`config.mk`:
```
export PLATFORM = sky130hd
export DESIGN_NAME = bounded_integer_set_table_core
export DESIGN_NICKNAME = d
export VERILOG_FILES = /design/src/rtl/bistbl_pkg.sv /design/src/rtl/bistbl_ram.sv /design/src/rtl/bounded_integer_set_table_core.sv
export SDC_FILE = /design/constraint.sdc
export NUM_CORES = 1
export LEC_CHECK = 0
export ABC_CLOCK_PERIOD_IN_PS = 4300
export BUFFER_PORTS_ARGS = -buffer_cell sky130_fd_sc_hd__buf_2
export CAP_MARGIN = 20
export CORE_MARGIN = 4
export CORE_UTILIZATION = 55
export DETAILED_ROUTE_END_ITERATION = 8
export PLACE_DENSITY_LB_ADDON = 0.3
export SYNTH_ARGS = -nofsm -noshare
export SYNTH_HDL_FRONTEND = slang
export SYNTH_SLANG_ARGS = --single-unit
```
`constraint.sdc`:
```
create_clock -name clk_i -period 4.3 [get_ports clk_i]
set_clock_uncertainty 0.15 [all_clocks]
set_input_delay 0.86 -clock clk_i [delete_from_list [all_inputs] [get_ports clk_i]]
set_output_delay 0.86 -clock clk_i [all_outputs]
set_load 0.005 [all_outputs]
```
`src/rtl/bistbl_pkg.sv`:
```
// Package for the bounded integer set table: command and status codes,
// field widths and the result record. No dependencies.
package bistbl_pkg;

  localparam int unsigned CapacityDefault = 16;

  localparam int unsigned CmdW    = 2;
  localparam int unsigned ValW    = 32;
  localparam int unsigned StatW   = 2;
  localparam int unsigned MatchW  = 4;
  localparam int unsigned CountW  = 5;

  typedef enum logic [CmdW-1:0] {
    CmdClear  = 2'd0,
    CmdInsert = 2'd1,
    CmdRemove = 2'd2,
    CmdSearch = 2'd3
  } cmd_e;

  typedef enum logic [StatW-1:0] {
    StDone   = 2'd0,
    StFull   = 2'd1,
    StAbsent = 2'd2
  } status_e;

  typedef struct packed {
    status_e                  status;
    logic [MatchW-1:0]        match_index;
    logic [CountW-1:0]        entry_count;
    logic                     is_empty;
    logic signed [ValW-1:0]   min_value;
    logic signed [ValW-1:0]   max_value;
  } res_t;

endpackage

```
`src/rtl/bistbl_ram.sv`:
```
// Generic simple dual-port RAM: one write port, one read port with
// registered read data. No dependencies.
module bistbl_ram #(
  parameter int unsigned Width = 32,
  parameter int unsigned Depth = 16,
  parameter int unsigned AddrW = (Depth > 1) ? $clog2(Depth) : 1
) (
  input  logic             clk_i,
  input  logic             wr_en_i,
  input  logic [AddrW-1:0] wr_addr_i,
  input  logic [Width-1:0] wr_data_i,
  input  logic [AddrW-1:0] rd_addr_i,
  output logic [Width-1:0] rd_data_o
);

  logic [Width-1:0] mem_q [Depth];

  always_ff @(posedge clk_i) begin
    if (wr_en_i) begin
      mem_q[wr_addr_i] <= wr_data_i;
    end
    rd_data_o <= mem_q[rd_addr_i];
  end

endmodule

```
`src/rtl/bounded_integer_set_table_core.sv`:
```
// Bounded integer set table: entry storage in a RAM, scan sequencer and
// result staging. Depends on bistbl_pkg and bistbl_ram.
//
//   The input channel (in_valid_i / in_stall_o) carries one transaction per
//   command: clear, insert, remove or search, with a signed 32-bit value.
//   The output channel (out_valid_o / out_stall_i) returns exactly one
//   result transaction per command: status, match index, entry count, empty
//   flag and the minimum and maximum held entries (-1 when empty).
//   Clear and insert complete in the accept cycle; the result goes into the
//   staging register and then the output register, and the input takes no
//   new transaction while it is staged. Remove and search scan the RAM
//   one entry per cycle, so the result is staged when the scan reaches the
//   last entry (a search stops at the first match), and the input stays
//   stalled until it has moved on to the output register.
//   Remove compacts the table in the same pass, writing each later entry one
//   slot down while it rebuilds minimum and maximum. A staging register sits
//   in front of the output register. When the receiver stalls, the output
//   register holds its transaction, the staged result waits behind it, and
//   the input stalls while anything is staged. Reset empties the table (count
//   zero, minimum and maximum -1) and drops pending results; RAM is undefined.
module bounded_integer_set_table_core #(
  parameter int unsigned Capacity = bistbl_pkg::CapacityDefault
) (
  input  logic                                 clk_i,
  input  logic                                 rst_ni,
  input  logic                                 in_valid_i,
  output logic                                 in_stall_o,
  input  logic [bistbl_pkg::CmdW-1:0]          command_i,
  input  logic signed [bistbl_pkg::ValW-1:0]   value_i,
  output logic                                 out_valid_o,
  input  logic                                 out_stall_i,
  output logic [bistbl_pkg::StatW-1:0]         status_o,
  output logic [bistbl_pkg::MatchW-1:0]        match_index_o,
  output logic [bistbl_pkg::CountW-1:0]        entry_count_o,
  output logic                                 is_empty_o,
  output logic signed [bistbl_pkg::ValW-1:0]   min_value_o,
  output logic signed [bistbl_pkg::ValW-1:0]   max_value_o
);

  import bistbl_pkg::*;

  localparam int unsigned IdxW = (Capacity > 1) ? $clog2(Capacity) : 1;
  localparam int unsigned CntW = $clog2(Capacity + 1);

  typedef enum logic {
    Idle,
    Scan
  } state_e;

  // Sequencer state
  state_e                 state_q, state_d;
  logic [IdxW-1:0]        idx_q, idx_d;        // entry whose data is on rd_data
  logic                   found_q, found_d;
  logic [IdxW-1:0]        match_q, match_d;
  logic                   remove_q, remove_d;  // scan is a remove, else search
  logic signed [ValW-1:0] key_q, key_d;

  // Running minimum / maximum of the compacted table during a remove scan
  logic                   acc_any_q, acc_any_d;
  logic signed [ValW-1:0] acc_min_q, acc_min_d;
  logic signed [ValW-1:0] acc_max_q, acc_max_d;

  // Table summary
  logic [CntW-1:0]        count_q, count_d;
  logic signed [ValW-1:0] min_q, min_d;
  logic signed [ValW-1:0] max_q, max_d;

  // Result staging and output register
  logic                   res_pending_q, res_pending_d;
  res_t                   res_q, res_d;
  logic                   out_valid_q, out_valid_d;
  res_t                   out_q, out_d;

  // RAM port signals
  logic                   wr_en;
  logic [IdxW-1:0]        wr_addr;
  logic [ValW-1:0]        wr_data;
  logic [IdxW-1:0]        rd_addr;
  logic [ValW-1:0]        rd_data;

  // Helpers
  logic                   in_fire;
  logic                   emit;
  status_e                emit_status;
  logic [IdxW-1:0]        emit_match;
  logic signed [ValW-1:0] rd_val;
  logic                   hit;
  logic                   last;
  logic [31:0]            match_wide;
  logic [31:0]            count_wide;

  bistbl_ram #(
    .Width (ValW),
    .Depth (Capacity),
    .AddrW (IdxW)
  ) u_entries (
    .clk_i     (clk_i),
    .wr_en_i   (wr_en),
    .wr_addr_i (wr_addr),
    .wr_data_i (wr_data),
    .rd_addr_i (rd_addr),
    .rd_data_o (rd_data)
  );

  assign in_stall_o = (state_q != Idle) || res_pending_q;
  assign in_fire    = in_valid_i && !in_stall_o;

  // Fetch entry 0 on accept, then one entry ahead of the one being examined.
  assign rd_addr = (state_q == Idle) ? '0 : idx_q + IdxW'(1);

  assign rd_val = $signed(rd_data);
  assign hit    = !found_q && (rd_val == key_q);
  assign last   = (CntW'(idx_q) == count_q - CntW'(1));

  always_comb begin
    state_d       = state_q;
    idx_d         = idx_q;
    found_d       = found_q;
    match_d       = match_q;
    remove_d      = remove_q;
    key_d         = key_q;
    acc_any_d     = acc_any_q;
    acc_min_d     = acc_min_q;
    acc_max_d     = acc_max_q;
    count_d       = count_q;
    min_d         = min_q;
    max_d         = max_q;
    res_pending_d = res_pending_q;
    res_d         = res_q;
    out_valid_d   = out_valid_q;
    out_d         = out_q;

    wr_en       = 1'b0;
    wr_addr     = '0;
    wr_data     = rd_data;
    emit        = 1'b0;
    emit_status = StDone;
    emit_match  = '0;

    // Advance the output register; drain staging into it when it frees up.
    if (res_pending_q && (!out_valid_q || !out_stall_i)) begin
      out_d         = res_q;
      out_valid_d   = 1'b1;
      res_pending_d = 1'b0;
    end else if (out_valid_q && !out_stall_i) begin
      out_valid_d = 1'b0;
    end

    case (state_q)
      Idle: begin
        if (in_fire) begin
          case (cmd_e'(command_i))
            CmdClear: begin
              count_d = '0;
              min_d   = '1;
              max_d   = '1;
              emit    = 1'b1;
            end
            CmdInsert: begin
              emit = 1'b1;
              if (count_q < CntW'(Capacity)) begin
                wr_en   = 1'b1;
                wr_addr = count_q[IdxW-1:0];
                wr_data = value_i;
                count_d = count_q + CntW'(1);
                if (count_q == '0) begin
                  min_d = value_i;
                  max_d = value_i;
                end else begin
                  if (value_i < min_q) min_d = value_i;
                  if (value_i > max_q) max_d = value_i;
                end
              end else begin
                emit_status = StFull;
              end
            end
            default: begin
              // Remove or search: nothing to scan in an empty table.
              if (count_q == '0) begin
                emit        = 1'b1;
                emit_status = StAbsent;
              end else begin
                state_d   = Scan;
                idx_d     = '0;
                found_d   = 1'b0;
                match_d   = '0;
                remove_d  = (cmd_e'(command_i) == CmdRemove);
                key_d     = value_i;
                acc_any_d = 1'b0;
                acc_min_d = '0;
                acc_max_d = '0;
              end
            end
          endcase
        end
      end

      Scan: begin
        idx_d = idx_q + IdxW'(1);
        if (hit) begin
          found_d = 1'b1;
          match_d = idx_q;
        end else begin
          // Shift entries past the removed one down by one slot.
          if (found_q) begin
            wr_en   = 1'b1;
            wr_addr = idx_q - IdxW'(1);
            wr_data = rd_data;
          end
          acc_any_d = 1'b1;
          if (!acc_any_q || rd_val < acc_min_q) acc_min_d = rd_val;
          if (!acc_any_q || rd_val > acc_max_q) acc_max_d = rd_val;
        end

        if (hit && !remove_q) begin
          // Search hit: table unchanged, stop early.
          state_d    = Idle;
          emit       = 1'b1;
          emit_match = idx_q;
        end else if (last) begin
          state_d = Idle;
          emit    = 1'b1;
          if (hit || found_q) begin
            count_d    = count_q - CntW'(1);
            emit_match = hit ? idx_q : match_q;
            min_d      = acc_any_d ? acc_min_d : '1;
            max_d      = acc_any_d ? acc_max_d : '1;
          end else begin
            emit_status = StAbsent;
          end
        end
      end

      default: begin
        state_d = Idle;
      end
    endcase

    if (emit) begin
      res_pending_d     = 1'b1;
      res_d.status      = emit_status;
      res_d.match_index = match_wide[MatchW-1:0];
      res_d.entry_count = count_wide[CountW-1:0];
      res_d.is_empty    = (count_d == '0);
      res_d.min_value   = min_d;
      res_d.max_value   = max_d;
    end
  end

  assign match_wide = 32'(emit_match);
  assign count_wide = 32'(count_d);

  always_ff @(posedge clk_i or negedge rst_ni) begin
    if (!rst_ni) begin
      state_q       <= Idle;
      idx_q         <= '0;
      found_q       <= 1'b0;
      match_q       <= '0;
      remove_q      <= 1'b0;
      key_q         <= '0;
      acc_any_q     <= 1'b0;
      acc_min_q     <= '0;
      acc_max_q     <= '0;
      count_q       <= '0;
      min_q         <= '1;
      max_q         <= '1;
      res_pending_q <= 1'b0;
      res_q         <= '0;
      out_valid_q   <= 1'b0;
      out_q         <= '0;
    end else begin
      state_q       <= state_d;
      idx_q         <= idx_d;
      found_q       <= found_d;
      match_q       <= match_d;
      remove_q      <= remove_d;
      key_q         <= key_d;
      acc_any_q     <= acc_any_d;
      acc_min_q     <= acc_min_d;
      acc_max_q     <= acc_max_d;
      count_q       <= count_d;
      min_q         <= min_d;
      max_q         <= max_d;
      res_pending_q <= res_pending_d;
      res_q         <= res_d;
      out_valid_q   <= out_valid_d;
      out_q         <= out_d;
    end
  end

  assign out_valid_o   = out_valid_q;
  assign status_o      = out_q.status;
  assign match_index_o = out_q.match_index;
  assign entry_count_o = out_q.entry_count;
  assign is_empty_o    = out_q.is_empty;
  assign min_value_o   = out_q.min_value;
  assign max_value_o   = out_q.max_value;

endmodule
```
==> flow_summary.toml, run 1 <==
[grt]
grt_pass1_vias = 27339
grt_antenna_before_repair = 1
grt-ovfl-total = 0
grt_start_max_net_pins = 86
grt_use_total_pct = 27.8
grt_pass1_wl_um = 162000

[synth]
post_synth_instance_area_mm2 = 0.0394
synth_top_area_share_pct = 39.0
yosysSeqAreaShare_pct = 61.9
ys_async_sr_fraction_pct = 37.8
syn-num-nets = 3395
ys_seq_elements = 875
synthDominantAreaCellType = "edfxtp_1"
synth_area_per_cell_um2 = 12.2
synth_edf_count = 512
yosysUniqueCellTypes = 79
yosysWarningCount = 0
netlist_instances = 3225
synth_ff_type = "edfxtp_1"
ranking_of_synthesized_cells_by_area = "edfxtp_1 39%, dfrtp_1 17%, dfstp_2 4.3%, nand2_1 4.2%, ha_1 4.2%"

[sta]
finalSetupViolations = 0
max_freq_mhz = 258
post-route-period-util_pct = 90.1
hold_viol_final = 0
finalSetupTns_ps = 0
maxSlewHeadroom_pct = 25.4
shortest_clock_period_the_worst_path_allows_after_layout_ps = 3880
fin_ws_ps = 425
worst_hold_slack_ps = 86.2
max_slew.worst_pin.slew_ps = 1120
rsz0062_at_grt = "false"
drv_slew = 0

[min_path]
min_path_type = "input pin to async pin"

[pwr]
peakVddDrop_v = 0.000525
totalPowerFinal_mw = 34.8
powerDensity_mw_per_mm2 = 771
p_leak_nw = 17.1

[place]
gp_routability_congestion = 0.906
port_buffers = 115
place_area_mm2 = 0.0423
place_ws_ps = 263
hpwl_um = 66800

[cts]
resized_gates_after_cts = 0
clock_tree.buffer_depth = 3
path_clk_slew_ps = 60
post_cts_setup_bufs = 0
clock-sinks = 875
holdBufCountCts = 0
clock_tree.htree_level_count = 3
cts_inserted_buffers = 86
clk_latency_ps = 640
clock-root-buffer = "clkbuf_16"
tritoncts = "yes"

[setup_path]
crit_path_start_kind = "flip-flop"
timing.critical_path.required_ps = 4660
critPathArrivalTime_ps = 4230
criticalPathCategory = "flip-flop to flip-flop"
cp-end-kind = "flip-flop"
path_max_fanout = 16

[layout]
synthToLayoutAreaGrowth_pct = 14.8
postLayoutCellArea_mm2 = 0.0452
layout.nets = 3557
final_cell_mix = "512 x edfxtp_1, 440 x nand2_1, 265 x dfrtp_1"
antenna_cells = 0
drive_above_1_share_pct = 20.3
layout.filler_cells = 5146
final_common_cell = "edfxtp_1"

[detailed_routing]
total_number_of_vias = 27734
drt_pass1_iterations = 7
vias_per_cell = 6.31
drt-total-wl_um = 106000
drt-wirelength-per-cell_um = 24.2
antenna_violating_nets_post_route = 0
drc = 0
number_of_violations_reported_at_the_end_of_detailed_routing_iteration_0 = 3018

[floorplan]
boundaryPins = 116
die_width_um = 276
initial_utilization_pct = 55.9
dieArea_mm2 = 0.0760
placement_rows = 97
core_footprint_mm2 = 0.0705
floorplan.die.height_um = 276

[run]
drv_cap = 0

[status]
run_status = "finished, final reports clean"
==> registers in the layout, indices dropped and copies added (netlist names), 2 cells and up <==
register             cells
acc_max_q               32
acc_min_q               32
count_q                  5
entry_count_o            5
idx_q                    4
key_q                   32
match_index_o            4
match_q                  4
max_q                   32
max_value_o             32
min_q                   32
min_value_o             32
res_q                   76
status_o                 2
u_entries.mem_q        512
u_entries.rd_data_o     32
==> routing by layer <==
| layer | track usage [%] | wire (um) | vias up |
|---|---|---|---|
| met5 | 0 | 18 | - |
| met4 | 12.2 | 4660 | 2 |
| li1 | - | - | 12396 |
| met1 | 37.2 | 42400 | 13876 |
| met3 | 4.37 | 8280 | 260 |
| met2 | 45.5 | 51000 | 1200 |
==> cell type report <==
class | count | area [um2] | area share [%]
multi-input cells | 1965 | 13700 | 30.4
clock buffers | 121 | 2490 | 5.50
well taps | 940 | 1180 | 2.60
repair buffers | 290 | 2350 | 5.20
inverters | 169 | 637 | 1.41
clock inverters | 38 | 435 | 0.963
flip-flops and latches | 875 | 24400 | 53.9
==> power by group <==
group	internal [mW]	leakage, nW	total (mW)	switching (mW)
clock network	4.57	1.44	7.72	3.14
registers	11.4	8.46	12.9	1.41
logic	5.31	7.17	14.3	8.96
==> through the flow <==
stage,cells,util [%]
final,4398,64.1
after global placement,4238,59.9
after floorplan,3225,-
after global routing,4398,64.1
after detailed placement,4238,59.9
after CTS,4397,64.1
==> critical path, cell delays in order (launching register included) <==
cell	delay (ps)
dfxtp_1	630
xor2_1	250
nor4_1	360
and4_1	410
nand3_1	290
buf_4	250
o311ai_4	80
nor2_2	80
buf_4	210
o31ai_1	460
buf_4	190
o32ai_1	80
mux2_2	300
==> final timing paths <==
kind	start	end	slack (ps)	cells after the start
max reg2reg	u_entries.rd_data_o[9]	res_q[26]	420	12
max	u_entries.rd_data_o[9]	res_q[26]	420	12
min in group clk_i	res_q[64]	res_q[64]	340	2
min	rst_ni	res_q[4]	90	1
max in group asynchronous	rst_ni	match_index_o[0]	2850	2
min reg2reg	res_q[64]	res_q[64]	340	2
==> synthesized netlist by cell type, types with 78 or more instances <==
library cell  count
edfxtp_1        512
a211oi_1        173
nand2_1         445
a21oi_1         123
clkbuf_1        185
inv_1           168
ha_1            132
o21ai_0         114
o31ai_1          78
and2_1          127
dfrtp_1         267
mux2_2          146
==> cells by family after synthesis <==
group	count (synthesis)	synth area share [%]
flops	875	61.9
fa+ha+maj	132	4.19
simple gates	815	9.68
buf+inv	385	3.82
compound gates	786	14.1
mux	186	5.30
xor+xnor	46	1.02
Power figures use the tool's default switching activity.
==> run 2: changes to the inputs <==
ABC_CLOCK_PERIOD_IN_PS = 3500   (was 4300)
clock period = 3.5 ns   (was 4.3 ns; I/O delays follow)
==> run 2 against run 1 <==
  * The flow now finishes with violations (setup timing)
  * Power is 36% higher
  * Register-to-register slack got worse by 530 ps
  * Largest cell class unchanged
  * Largest power group unchanged
  * Highest routed layer is now met4
  * Global-route usage rose by 0.52 points
  * Critical endpoint is now res_q[14]
  * Non-clock buffer count rose by 224
  * Fmax grew 7.5%
  * Final cell count rose by 5.3%
==> flow_summary.toml, run 2 (same netlist as run 1, synthesis figures left out) <==
[grt]
grt_pass1_vias = 28484
grt_pass1_wl_um = 166000
grt_use_total_pct = 28.3
grt_antenna_before_repair = 1
grt-ovfl-total = 0
grt_start_max_net_pins = 130

[layout]
postLayoutCellArea_mm2 = 0.0488
final_cell_mix = "512 x edfxtp_1, 440 x nand2_1, 316 x buf_4"
biggestRegsByFlops = "u_entries.mem_q (512), res_q (76)"
drive_above_1_share_pct = 30.0
synthToLayoutAreaGrowth_pct = 23.9
layout.nets = 3785
fin_util_pct = 69.2
max_reg_flops = 512
largest-register = "u_entries.mem_q"
final_common_cell = "edfxtp_1"
layoutNonFillerInstCount = 4633
antenna_cells = 0

[status]
run_status = "finished with violations"
failed_checks = "setup timing"

[cts]
clock-sinks = 875
clock-root-buffer = "clkbuf_16"
clock_tree.buffer_depth = 3
clock_tree.htree_level_count = 3
cts_inserted_buffers = 90
clk_latency_ps = 670
path_clk_slew_ps = 60
tritoncts = "yes"

[run]
drv_cap = 0

[place]
dp.cells = 4403
port_buffers = 115
place_area_mm2 = 0.0439
hpwl_um = 71000
gp_routability_congestion = 0.946

[detailed_routing]
drc = 0
drt_pass1_iterations = 7
drt-wirelength-per-cell_um = 24.4
drt-total-wl_um = 113000
number_of_violations_reported_at_the_end_of_detailed_routing_iteration_0 = 3320
antenna_violating_nets_post_route = 0
vias_per_cell = 6.30
total_number_of_vias = 29207

[setup_path]
timing.reg2reg.setup_slack_ps = -110
worst-r2r-cell-count = 12
criticalPathCategory = "flip-flop to flip-flop"
regToRegEndpoint = "res_q[14]"
path_max_fanout = 8
cp-end-kind = "flip-flop"
crit_path_start_kind = "flip-flop"
critPathArrivalTime_ps = 3990
rr_startpoint = "acc_max_q[17]"
timing.critical_path.required_ps = 3880

[sta]
max_slew.worst_pin.slew_ps = 758
max_freq_mhz = 277
maxSlewHeadroom_pct = 49.4
shortest_clock_period_the_worst_path_allows_after_layout_ps = 3610
finalSetupViolations = 25
worst_hold_slack_ps = 170
rsz0062_at_grt = "true"
fin_ws_ps = -105
hold_viol_final = 0
post-route-period-util_pct = 103
drv_slew = 0

[floorplan]
dieArea_mm2 = 0.0760
die_width_um = 276
initial_utilization_pct = 55.9
boundaryPins = 116
placement_rows = 97
floorplan.die.height_um = 276
core_footprint_mm2 = 0.0705

[min_path]
worstHoldStart = "out_stall_i"
worst_hold_path.endpoint = "out_valid_o"
worst_hold_path.num_cells = 2
min_path_type = "input pin to flip-flop"

[pwr]
p_leak_nw = 18.7
peakVddDrop_v = 0.000705
powerDensity_mw_per_mm2 = 970
run 2: cell count changes in the layout (fill, tap and decap cells not counted), sizes merged:
cell	delta
inv	+1
buf	+220
bufinv	-1
clkinvlp	+3
dlygate4sd3	+1
clkinv	+4
clkbuf	+7
run 2: layout make-up:
class	count	area, um2
multi-input combinational	1965	15000
timing repair buffer	514	4510
inverter	169	637
clock inverter	45	528
fill	4661	21700
tap	940	1180
clock buffer	125	2580
sequential	875	24400
run 2: metrics by stage:
stage	worst slack (ps)	setup TNS, ps	total power, mW
floorplan	-464	-92260	26.8
global placement	-452	-63060	33.8
detailed placement	-459	-65850	34.6
CTS	-29.8	-89.6	44.9
global route	-160	-3630	49.6
finish	-105	-1260	47.3
run 2: what timing repair did:
action                     in CTS  in global routing
hold buffers                    1                  0
resized for setup              35                224
cloned                          0                  5
setup buffers                   5                 53
hold endpoints to repair       42                  0
pin swaps                      18                 78
setup endpoints to repair     108                 86
run 2: worst max-delay path by stage:
stage	endpoint	depth (start not counted)	start	slack, ps
after global routing	res_q[14]	13	acc_max_q[13]	-160
after CTS	res_q[4]	14	max_q[26]	-30
final	res_q[14]	12	acc_max_q[17]	-110
after floorplan	u_entries.mem_q[14][0]	9	in_valid_i	-460
after detailed placement	res_q[2]	15	value_i[9]	-460
after global placement	res_q[10]	15	value_i[9]	-450
run 2: per-layer routing:
| metal | global-route usage (%) | part of all wire [%] | up-vias |
|---|---|---|---|
| met5 | 0 | 0 | - |
| met4 | 11.5 | 4.4 | 0 |
| met3 | 3.93 | 8.3 | 306 |
| met2 | 46.3 | 48 | 1518 |
| met1 | 38.7 | 39 | 14534 |
| li1 | - | - | 12849 |
run 2: report_power, final:
| part | switching [mW] | internal [mW] | leakage (nW) | total (mW) |
|---|---|---|---|---|
| sequential | 1.58 | 14.1 | 8.46 | 15.7 |
| combinational | 13.0 | 8.71 | 8.68 | 21.7 |
| clock | 4.13 | 5.80 | 1.53 | 9.94 |
| total | 18.7 | 28.6 | 18.7 | 47.3 |
run 2: critical path: stages (launching register included):
cell and delay (ps):
dfrtp_1 400, inv_2 100, ha_4 210, a21o_1 190
a221o_1 360, a22oi_2 160, o211ai_1 220, o311ai_4 550
nor2_4 140, clkbuf_16 220, o31ai_2 350, o32ai_2 160
mux2_2 290
